[config.mk]
export PLATFORM = sky130hd
export DESIGN_NAME = preemptive_priority_scheduler
export DESIGN_NICKNAME = d
export VERILOG_FILES = /design/src/sv/pps_pkg.sv /design/src/sv/pps_ram.sv /design/src/sv/pps_select.sv /design/src/sv/preemptive_priority_scheduler.sv
export SDC_FILE = /design/constraint.sdc
export NUM_CORES = 2
export LEC_CHECK = 0
export BUFFER_PORTS_ARGS = -buffer_cell sky130_fd_sc_hd__buf_2
export CAP_MARGIN = 20
export CORE_ASPECT_RATIO = 0.8
export CORE_MARGIN = 2
export CORE_UTILIZATION = 41
export CTS_CLUSTER_DIAMETER = 80
export DETAILED_ROUTE_END_ITERATION = 8
export GPL_ROUTABILITY_DRIVEN = 0
export HOLD_SLACK_MARGIN = 0.06
export PLACE_DENSITY = 0.58
export SYNTH_ARGS = -nofsm -noshare
export SYNTH_HDL_FRONTEND = slang
export SYNTH_HIERARCHICAL = 1
export SYNTH_SLANG_ARGS = --single-unit
export TNS_END_PERCENT = 100
[constraint.sdc]
create_clock -name clk -period 14.8 [get_ports clk]
set_input_delay 0.74 -clock clk [delete_from_list [all_inputs] [get_ports clk]]
set_output_delay 0.74 -clock clk [all_outputs]
set_load 0.03 [all_outputs]
[src/sv/pps_pkg.sv]
// Package of shared types, constants and codes for the preemptive priority scheduler.
`default_nettype none
package pps_pkg;

	// Field widths fixed by the item format.
	localparam int JOB_W      = 4;
	localparam int TIME_W     = 16;
	localparam int PRI_W      = 8;
	localparam int SUM_W      = 20;
	localparam int IN_DATA_W  = 48;
	localparam int IN_USER_W  = 1;
	localparam int OUT_DATA_W = 112;
	localparam int OUT_USER_W = 2;

	// Default table depth.
	localparam int MAX_JOBS_DEF = 16;

	// Saturation limits.
	localparam logic [TIME_W-1:0] TIME_MAX = {TIME_W{1'b1}};
	localparam logic [SUM_W-1:0]  SUM_MAX  = {SUM_W{1'b1}};

	// Input item kinds.
	typedef enum logic {
		OP_LOAD = 1'b0,
		OP_TICK = 1'b1
	} op_t;

	// Sequencer states.
	typedef enum logic [1:0] {
		S_IDLE,
		S_SCAN,
		S_UPDATE,
		S_EMIT
	} state_t;

	// One job table entry as held in the memory.
	typedef struct packed {
		logic [TIME_W-1:0] arrival;
		logic [TIME_W-1:0] remaining;
		logic [TIME_W-1:0] burst;
		logic [PRI_W-1:0]  pri;
	} job_entry_t;

	localparam int ENTRY_W = $bits(job_entry_t);

	// Control from the sequencer to the selector.
	typedef struct packed {
		logic clear;
		logic cmp_en;
	} sel_ctl_t;

endpackage
`default_nettype wire

[src/sv/pps_ram.sv]
// Generic single-port-write, single-port-read RAM with a registered read.
`default_nettype none
module pps_ram #(
	parameter int WIDTH = 8,
	parameter int DEPTH = 16
) (
	input  wire logic                     clk,
	input  wire logic                     we,
	input  wire logic [$clog2(DEPTH)-1:0] waddr,
	input  wire logic [WIDTH-1:0]         wdata,
	input  wire logic                     re,
	input  wire logic [$clog2(DEPTH)-1:0] raddr,
	output logic      [WIDTH-1:0]         rdata
);

	logic [WIDTH-1:0] mem_q [DEPTH];

	// Write port.
	always_ff @(posedge clk) begin
		if (we) begin
			mem_q[waddr] <= wdata;
		end
	end

	// Read port with a registered read.
	always_ff @(posedge clk) begin
		if (re) begin
			rdata <= mem_q[raddr];
		end
	end

endmodule
`default_nettype wire

[src/sv/pps_select.sv]
// Running selection of the highest-priority ready job during a table scan.
`default_nettype none
module pps_select #(
	parameter int MAX_JOBS = pps_pkg::MAX_JOBS_DEF
) (
	input  wire logic                        clk,
	input  wire logic                        arst_n,
	input  wire pps_pkg::sel_ctl_t           ctl,
	input  wire logic [$clog2(MAX_JOBS)-1:0] cmp_idx,
	input  wire pps_pkg::job_entry_t         entry,
	input  wire logic                        eligible,
	input  wire logic [pps_pkg::TIME_W-1:0]  time_now,
	output logic                             found,
	output logic [$clog2(MAX_JOBS)-1:0]      best_idx,
	output pps_pkg::job_entry_t              best_entry
);
	import pps_pkg::*;

	logic found_q;
	logic wins;

	// A later slot wins only with a strictly larger priority, so ties go to the lower slot.
	assign wins = ctl.cmp_en && eligible && (entry.arrival <= time_now) &&
		(!found_q || (entry.pri > best_entry.pri));

	// Found flag is control state.
	always_ff @(posedge clk or negedge arst_n) begin
		if (!arst_n) begin
			found_q <= 1'b0;
		end else if (ctl.clear) begin
			found_q <= 1'b0;
		end else if (wins) begin
			found_q <= 1'b1;
		end
	end

	// Best slot and its entry.
	always_ff @(posedge clk) begin
		if (wins) begin
			best_idx   <= cmp_idx;
			best_entry <= entry;
		end
	end

	assign found = found_q;

endmodule
`default_nettype wire

[src/sv/preemptive_priority_scheduler.sv]
// Top level of the preemptive priority scheduler: sequencer, flags, totals and output register.
//
// Usage: items enter on the s_axis channel. tuser selects the kind: a load writes
// one job (slot, arrival time, burst, priority) into the job table, a tick serves
// the ready job with the largest priority (lower slot on a tie) for one time unit.
// A load produces no result. A tick produces exactly one result item on the m_axis
// channel, giving the slot served, completion data when the job finishes, the running
// totals and the time after the tick.
// On a tick the sequencer scans the table, one read per slot through the single read
// port of the job memory, and the registered read data feed the selector; an update
// state then writes back the remaining burst, and an emit state forms the result. A new
// item is accepted only once the sequencer is back in its idle state, while the previous
// result may still wait, so a tick must be through before the next item is taken.
// When the receiver stalls, the result holds in the output register and a following
// tick waits in its emit state until that register frees.
// Reset clears the valid and done flags, the time and the totals at once; the job
// memory itself is not cleared and needs no clearing pass.
`default_nettype none
module preemptive_priority_scheduler #(
	parameter int MAX_JOBS = pps_pkg::MAX_JOBS_DEF
) (
	input  wire logic                           clk,
	input  wire logic                           arst_n,
	input  wire logic                           s_axis_tvalid,
	output logic                                s_axis_tready,
	// Fields from bit 0: job_index[4], arrival_time[16], burst_length[16], job_priority[8].
	input  wire logic [pps_pkg::IN_DATA_W-1:0]  s_axis_tdata,
	// Fields from bit 0: op[1].
	input  wire logic [pps_pkg::IN_USER_W-1:0]  s_axis_tuser,
	output logic                                m_axis_tvalid,
	input  wire logic                           m_axis_tready,
	// Fields from bit 0: running_job[4], completion_time[16], turnaround_time[16],
	// waiting_time[16], total_waiting[20], total_turnaround[20], time_now[16].
	output logic [pps_pkg::OUT_DATA_W-1:0]      m_axis_tdata,
	// Fields from bit 0: ran[1], finished[1].
	output logic [pps_pkg::OUT_USER_W-1:0]      m_axis_tuser
);
	import pps_pkg::*;

	localparam int IDX_W = $clog2(MAX_JOBS);
	localparam int CNT_W = $clog2(MAX_JOBS + 1);
	localparam logic [CNT_W-1:0] CNT_END = CNT_W'(MAX_JOBS);

	// Input fields.
	op_t               in_op;
	logic [JOB_W-1:0]  in_job;
	logic [TIME_W-1:0] in_arrival;
	logic [TIME_W-1:0] in_burst;
	logic [PRI_W-1:0]  in_pri;

	assign in_op      = op_t'(s_axis_tuser[0]);
	assign in_job     = s_axis_tdata[3:0];
	assign in_arrival = s_axis_tdata[19:4];
	assign in_burst   = s_axis_tdata[35:20];
	assign in_pri     = s_axis_tdata[43:36];

	// Sequencer and scan state.
	state_t            state_q, state_d;
	logic [CNT_W-1:0]  cnt_q;
	logic              rd_pend_s1;
	logic [IDX_W-1:0]  rd_idx_s1;
	logic [MAX_JOBS-1:0] valid_q;
	logic [MAX_JOBS-1:0] done_q;
	logic [TIME_W-1:0] time_q;
	logic [SUM_W-1:0]  wait_sum_q;
	logic [SUM_W-1:0]  turn_sum_q;

	// Memory port signals.
	logic              ram_we;
	logic [IDX_W-1:0]  ram_waddr;
	job_entry_t        ram_wdata;
	logic              ram_re;
	logic [IDX_W-1:0]  ram_raddr;
	job_entry_t        ram_rdata;

	// Selector signals.
	sel_ctl_t          sel_ctl;
	logic              best_found;
	logic [IDX_W-1:0]  best_idx;
	job_entry_t        best_entry;

	// Handshake and control.
	logic              in_acc;
	logic              load_acc;
	logic              tick_acc;
	logic              slot_ok;
	logic              out_load;

	// Update datapath.
	logic [TIME_W-1:0] time_next;
	logic [TIME_W-1:0] rem_new;
	logic              fin_d;
	logic [TIME_W-1:0] turn_d;
	logic              ran_s2;
	logic              fin_s2;
	logic [TIME_W-1:0] turn_s2;
	logic [TIME_W-1:0] wait_d;
	logic [SUM_W:0]    wait_sum_raw;
	logic [SUM_W:0]    turn_sum_raw;
	logic [SUM_W-1:0]  wait_sum_d;
	logic [SUM_W-1:0]  turn_sum_d;

	// Output register.
	logic              out_valid_q;
	logic [OUT_DATA_W-1:0] out_data_q;
	logic [OUT_USER_W-1:0] out_user_q;

	assign in_acc   = s_axis_tvalid && s_axis_tready;
	assign load_acc = in_acc && (in_op == OP_LOAD);
	assign tick_acc = in_acc && (in_op == OP_TICK);
	assign slot_ok  = int'(in_job) < MAX_JOBS;
	assign out_load = (state_q == S_EMIT) && (!out_valid_q || m_axis_tready);

	// Tick arithmetic: saturating time, remaining burst and turnaround.
	assign time_next = (time_q == TIME_MAX) ? TIME_MAX : time_q + TIME_W'(1);
	assign rem_new   = (best_entry.remaining != '0) ?
		best_entry.remaining - TIME_W'(1) : '0;
	assign fin_d     = best_found && (rem_new == '0);
	assign turn_d    = (time_next >= best_entry.arrival) ?
		time_next - best_entry.arrival : '0;

	// Waiting time and saturating totals for the result.
	assign wait_d       = (turn_s2 >= best_entry.burst) ? turn_s2 - best_entry.burst : '0;
	assign wait_sum_raw = {1'b0, wait_sum_q} + (SUM_W + 1)'(wait_d);
	assign turn_sum_raw = {1'b0, turn_sum_q} + (SUM_W + 1)'(turn_s2);
	assign wait_sum_d   = !fin_s2 ? wait_sum_q :
		(wait_sum_raw > (SUM_W + 1)'(SUM_MAX)) ? SUM_MAX : wait_sum_raw[SUM_W-1:0];
	assign turn_sum_d   = !fin_s2 ? turn_sum_q :
		(turn_sum_raw > (SUM_W + 1)'(SUM_MAX)) ? SUM_MAX : turn_sum_raw[SUM_W-1:0];

	// Next state and memory controls.
	always_comb begin
		state_d       = state_q;
		s_axis_tready = 1'b0;
		ram_we        = 1'b0;
		ram_waddr     = IDX_W'(in_job);
		ram_wdata     = '{arrival: in_arrival, remaining: in_burst,
			burst: in_burst, pri: in_pri};
		ram_re        = 1'b0;
		ram_raddr     = cnt_q[IDX_W-1:0];
		sel_ctl       = '{clear: 1'b0, cmp_en: 1'b0};
		unique case (state_q)
			S_IDLE: begin
				s_axis_tready = 1'b1;
				ram_we        = load_acc && slot_ok;
				sel_ctl.clear = tick_acc;
				if (tick_acc) begin
					state_d = S_SCAN;
				end
			end
			S_SCAN: begin
				ram_re         = (cnt_q != CNT_END);
				sel_ctl.cmp_en = rd_pend_s1;
				if (cnt_q == CNT_END) begin
					state_d = S_UPDATE;
				end
			end
			S_UPDATE: begin
				ram_we    = best_found;
				ram_waddr = best_idx;
				ram_wdata = '{arrival: best_entry.arrival, remaining: rem_new,
					burst: best_entry.burst, pri: best_entry.pri};
				state_d   = S_EMIT;
			end
			S_EMIT: begin
				if (out_load) begin
					state_d = S_IDLE;
				end
			end
		endcase
	end

	// State register, scan counter and read pipeline.
	always_ff @(posedge clk or negedge arst_n) begin
		if (!arst_n) begin
			state_q    <= S_IDLE;
			cnt_q      <= '0;
			rd_pend_s1 <= 1'b0;
		end else begin
			state_q    <= state_d;
			rd_pend_s1 <= ram_re;
			if (tick_acc) begin
				cnt_q <= '0;
			end else if (ram_re) begin
				cnt_q <= cnt_q + CNT_W'(1);
			end
		end
	end

	always_ff @(posedge clk) begin
		rd_idx_s1 <= ram_raddr;
	end

	// Slot flags, time and totals.
	always_ff @(posedge clk or negedge arst_n) begin
		if (!arst_n) begin
			valid_q    <= '0;
			done_q     <= '0;
			time_q     <= '0;
			wait_sum_q <= '0;
			turn_sum_q <= '0;
		end else begin
			if (load_acc && slot_ok) begin
				valid_q[IDX_W'(in_job)] <= (in_burst != '0);
				done_q[IDX_W'(in_job)]  <= 1'b0;
			end
			if (state_q == S_UPDATE) begin
				time_q <= time_next;
				if (fin_d) begin
					done_q[best_idx] <= 1'b1;
				end
			end
			if (out_load) begin
				wait_sum_q <= wait_sum_d;
				turn_sum_q <= turn_sum_d;
			end
		end
	end

	// Results of the update cycle.
	always_ff @(posedge clk) begin
		if (state_q == S_UPDATE) begin
			ran_s2  <= best_found;
			fin_s2  <= fin_d;
			turn_s2 <= turn_d;
		end
	end

	// Output register and its valid flag.
	always_ff @(posedge clk or negedge arst_n) begin
		if (!arst_n) begin
			out_valid_q <= 1'b0;
		end else if (out_load) begin
			out_valid_q <= 1'b1;
		end else if (m_axis_tready) begin
			out_valid_q <= 1'b0;
		end
	end

	always_ff @(posedge clk) begin
		if (out_load) begin
			out_user_q <= {fin_s2, ran_s2};
			out_data_q <= {
				4'b0000,
				time_q,
				turn_sum_d,
				wait_sum_d,
				fin_s2 ? wait_d : '0,
				fin_s2 ? turn_s2 : '0,
				fin_s2 ? time_q : '0,
				ran_s2 ? JOB_W'(best_idx) : '0
			};
		end
	end

	assign m_axis_tvalid = out_valid_q;
	assign m_axis_tdata  = out_data_q;
	assign m_axis_tuser  = out_user_q;

	// Job table memory.
	pps_ram #(
		.WIDTH (ENTRY_W),
		.DEPTH (MAX_JOBS)
	) u_ram (
		.clk   (clk),
		.we    (ram_we),
		.waddr (ram_waddr),
		.wdata (ram_wdata),
		.re    (ram_re),
		.raddr (ram_raddr),
		.rdata (ram_rdata)
	);

	// Priority selection over the scan.
	pps_select #(
		.MAX_JOBS (MAX_JOBS)
	) u_select (
		.clk        (clk),
		.arst_n     (arst_n),
		.ctl        (sel_ctl),
		.cmp_idx    (rd_idx_s1),
		.entry      (ram_rdata),
		.eligible   (valid_q[rd_idx_s1] && !done_q[rd_idx_s1]),
		.time_now   (time_q),
		.found      (best_found),
		.best_idx   (best_idx),
		.best_entry (best_entry)
	);

	// The table is never written while a scan reads it.
	assert property (@(posedge clk) disable iff (!arst_n)
		(state_q == S_SCAN) |-> !ram_we)
		else $error("job table written during a scan");

	// A finished job is marked done by the time its result is formed.
	assert property (@(posedge clk) disable iff (!arst_n)
		(out_load && fin_s2) |-> done_q[best_idx])
		else $error("finished job not marked done");

	// Time never runs backward.
	assert property (@(posedge clk) disable iff (!arst_n)
		1'b1 |=> (time_q >= $past(time_q)))
		else $error("time decreased");

	// A reported completion always comes with a served job.
	assert property (@(posedge clk) disable iff (!arst_n)
		(state_q == S_EMIT) |-> (!fin_s2 || ran_s2))
		else $error("completion without a served job");

endmodule
`default_nettype wire
==> summary.md <==
| Metric | Value |
|---|---|
| Status | finished, final reports clean |
| Via density | 5.65 |
| Nets | 3,419 |
| Storage element area | 36,800 um2 |
| Warnings, synthesis | 6 |
| I/O pins | 169 |
| Setup violators final | 0 |
| Count leader, synth | edfxtp_1 |
| Post-DP HPWL | 74,200 um |
| Rel. slew slack | 0.234 |
| Synth area leaders | edfxtp_1, mux4_2, dfrtp_1 |
| Delay-heaviest family, CP | compound AO/OA/AOI/OAI gates |
| Crit path capture type | register |
| Hold violation count in the final report | 0 |
| Crit-path slowest cell | a2111oi_2 |
| CP max stage delay | 0.59 ns |
| Overall routing resource usage | 0.197 |
| Initial antenna violation count | 6 |
| Wirelength, routed | 127,000 um |
| Clock Latency Late Sink | 0.75 ns |
| Post-synthesis sequential area ratio | 0.712 |
| Power Dens Cells | 190 nW/um2 |
| Flops & latches, synth | 1,242 |
| Area share of the largest cell type after synthesis | 0.663 |
| Vias in the first global route | 27,686 |
| CTS tree | yes |
| Tcrit/Tclk final | 0.371 |
| Antenna viol nets, final | 0 |
| Pre-CTS setup slack | 9.35 ns |
| Full die area | 129,000 um2 |
| Max-cap violation count | 0 |
| # rows | 116 |
| 1st-pass router iterations | 7 |
| Critical Path AT | 6.01 ns |
| CP Max Fanout | 17 |
| Commonest cells post-synth | edfxtp_1, nand2_1, mux4_2, nor2_1, a22oi_1 |
| Die Y | 321 um |
| Final worst slack | 9.31 ns |
| Via count | 28,334 |
| Synth Flop Type | edfxtp_1 |
| Final Skew | 0.0484 ns |
| CP cell instances | inv_1, ha_1, fa_1, nor2b_1, o21ai_0, a21oi_1, o211ai_1, a21oi_1, nor2_1, buf_4, nor2_1, ha_1, inv_1, fa_1, nor2b_1, o31ai_1, a2111o_1, a2111oi_2, o21ba_2, nor2_1, a21oi_1 |
| P_leak | 0.0199 uW |
| Worst-margin pin slew | 1.15 ns |
| Post-Syn Area | 51,600 um2 |
| Avg Synthesized Cell Area | 16.9 um2 |
| Hold crit path type | register to register |
| DRC viols | 0 |
| Die X | 401 um |
| Initial Utilization | 0.413 |
| WP buf/inv | 3 |
| ANT cells | 0 |
| Worst VDD drop | 0.000137 V |
| Post-Synthesis Cells | 3,054 |
| Port Buffers | 160 |
| Filler cell count | 10,629 |
| Area Growth Syn to Fin | 13.2% |
| Worst EP required | 15.32 ns |
| Number of enable flip-flop cells after synthesis | 1,140 |
| CTS buffer count | 117 |
| Tmin final | 5.49 ns |
| Synth unique cells | 81 |
| Multi-input gate area | 14,000 um2 |
| Post-synth top area cell | edfxtp_1 |
| Setup TNS Final | 0 ns |
| Unrepaired setup endpoints after global routing | false |
| Final Max Tran Viols | 0 |
| Layout cells sized above 1 | 0.221 |
| Starting DRT DRC Count | 2,975 |
| Crit path launch type | register |
| Cts hold-fix bufs | 1 |
| CTS resizes | 0 |
| First-pass GRT wire length | 187,000 um |
| CTS Root Cell | clkbuf_16 |
| Avg WL per Cell | 25.4 um |
| Pin count of the biggest net entering global routing | 137 |
| Critical path class | register to register |
| Grt ovf | 0 |
| Synth async-reset ratio | 0.0789 |
| CTS Sinks | 1,242 |
| Buffer count from post-CTS setup fixing | 0 |
| Worst-path clk slew | 0.06 ns |
| CTS H-tree depth | 3 |
| Upper clock frequency limit | 182 MHz |
| Clock buffer depth | 3 |
| Core footprint | 125,000 um2 |
-- area by class of cell --
cell class              instances  area share
clock inverters                81      0.0147
clock buffers                 137      0.0524
inverters                      95     0.00614
well taps                    1652      0.0354
multi-input cells            1585       0.240
flip-flops and latches       1242       0.629
repair buffers                225      0.0229
-- worst register-to-register path, delay by kind of cell (launching register included) --
family / cells / cell delay (ns)
buffers and inverters: 3 / 0.36
and+or+nand+nor: 5 / 0.62
adders and majority gates: 4 / 1.23
AOI/OAI and AO/OA: 9 / 2.67
DFF: 1 / 0.38
-- power breakdown --
part	internal (uW)	total, uW	switching (uW)
sequential	4570	4840	267
clock	1720	3050	1340
combinational	1230	3220	1990
total	7520	11100	3590
-- flip-flops by register name (all words and copies together), names as in the netlist, 20 cells and up --
name                 cells
u_ram/mem_q            896
m_axis_tdata           108
u_ram/rdata             56
u_select/best_entry     56
turn_sum_q              20
wait_sum_q              20
-- worst paths after layout --
check / from / endpoint / slack [ns] / depth (start not counted)
worst min-delay path: u_ram/rdata[37] / u_select/best_entry[37] / 0.42 / 0
worst max register to register: turn_s2[0] / m_axis_tdata[54] / 9.31 / 21
min in group asynchronous: arst_n / valid_q[8] / 0.58 / 2
worst min register to register: u_ram/rdata[37] / u_select/best_entry[37] / 0.42 / 0
worst max-delay path: turn_s2[0] / m_axis_tdata[54] / 9.31 / 21
max in group asynchronous: arst_n / time_q[1] / 13.01 / 3
-- stage by stage --
stage	hold WS (ns)	util	area [um2]	cells	total power [uW]
floorplan	0.400	-	51600	3057	7190
global placement	0.401	0.436	54500	4794	8110
detailed placement	0.405	0.436	54500	4796	8140
CTS	0.398	0.468	58400	5015	11200
global route	0.426	0.468	58500	5017	11700
finish	0.417	0.468	58500	5017	11100
-- placed cells by master, fill, tap and decap left out, types with 13 or more instances in the layout --
| cell type | count |
|---|---|
| nor3_1 | 35 |
| nor2_4 | 13 |
| clkinv_2 | 29 |
| nor2_1 | 168 |
| ha_1 | 95 |
| xor2_1 | 33 |
| and3_1 | 14 |
| nand2_1 | 228 |
| nand2b_1 | 31 |
| clkbuf_1 | 15 |
| buf_4 | 60 |
| and2_1 | 40 |
| buf_2 | 159 |
| a21o_1 | 17 |
| bufinv_16 | 13 |
| inv_1 | 93 |
| clkbuf_16 | 118 |
| nand4_1 | 19 |
| a22oi_1 | 113 |
| clkinv_1 | 20 |
| dfrtp_1 | 96 |
| mux2_2 | 65 |
| o21ai_0 | 87 |
| nor2b_1 | 13 |
| edfxtp_1 | 1140 |
| xnor2_1 | 33 |
| nand3_1 | 37 |
| a21oi_1 | 108 |
| mux4_2 | 225 |
| a31oi_1 | 24 |
-- layer usage --
layer,GRT usage,routed length (um),vias to the layer above
met4,0.0497,3080,8
met3,0.0409,9960,189
met5,0,54,-
met2,0.289,56000,1002
met1,0.298,58300,14665
li1,-,-,12470
-- cell families (layout without fill, tap and decap cells) --
logic type / count (synthesis) / after routing / share of synthesized area
DFF: 1242 / 1242 / 0.712
muxes: 292 / 292 / 0.113
buffers and inverters: 230 / 538 / 0.0201
xor gates and xnor gates: 66 / 66 / 0.0112
and+or+nand+nor: 664 / 664 / 0.0605
AOI/OAI and AO/OA: 459 / 459 / 0.0586
other: 1 / 4 / 0.0000726
adders and majority gates: 100 / 100 / 0.0248
Note: power is estimated with default switching activity, not from simulation.
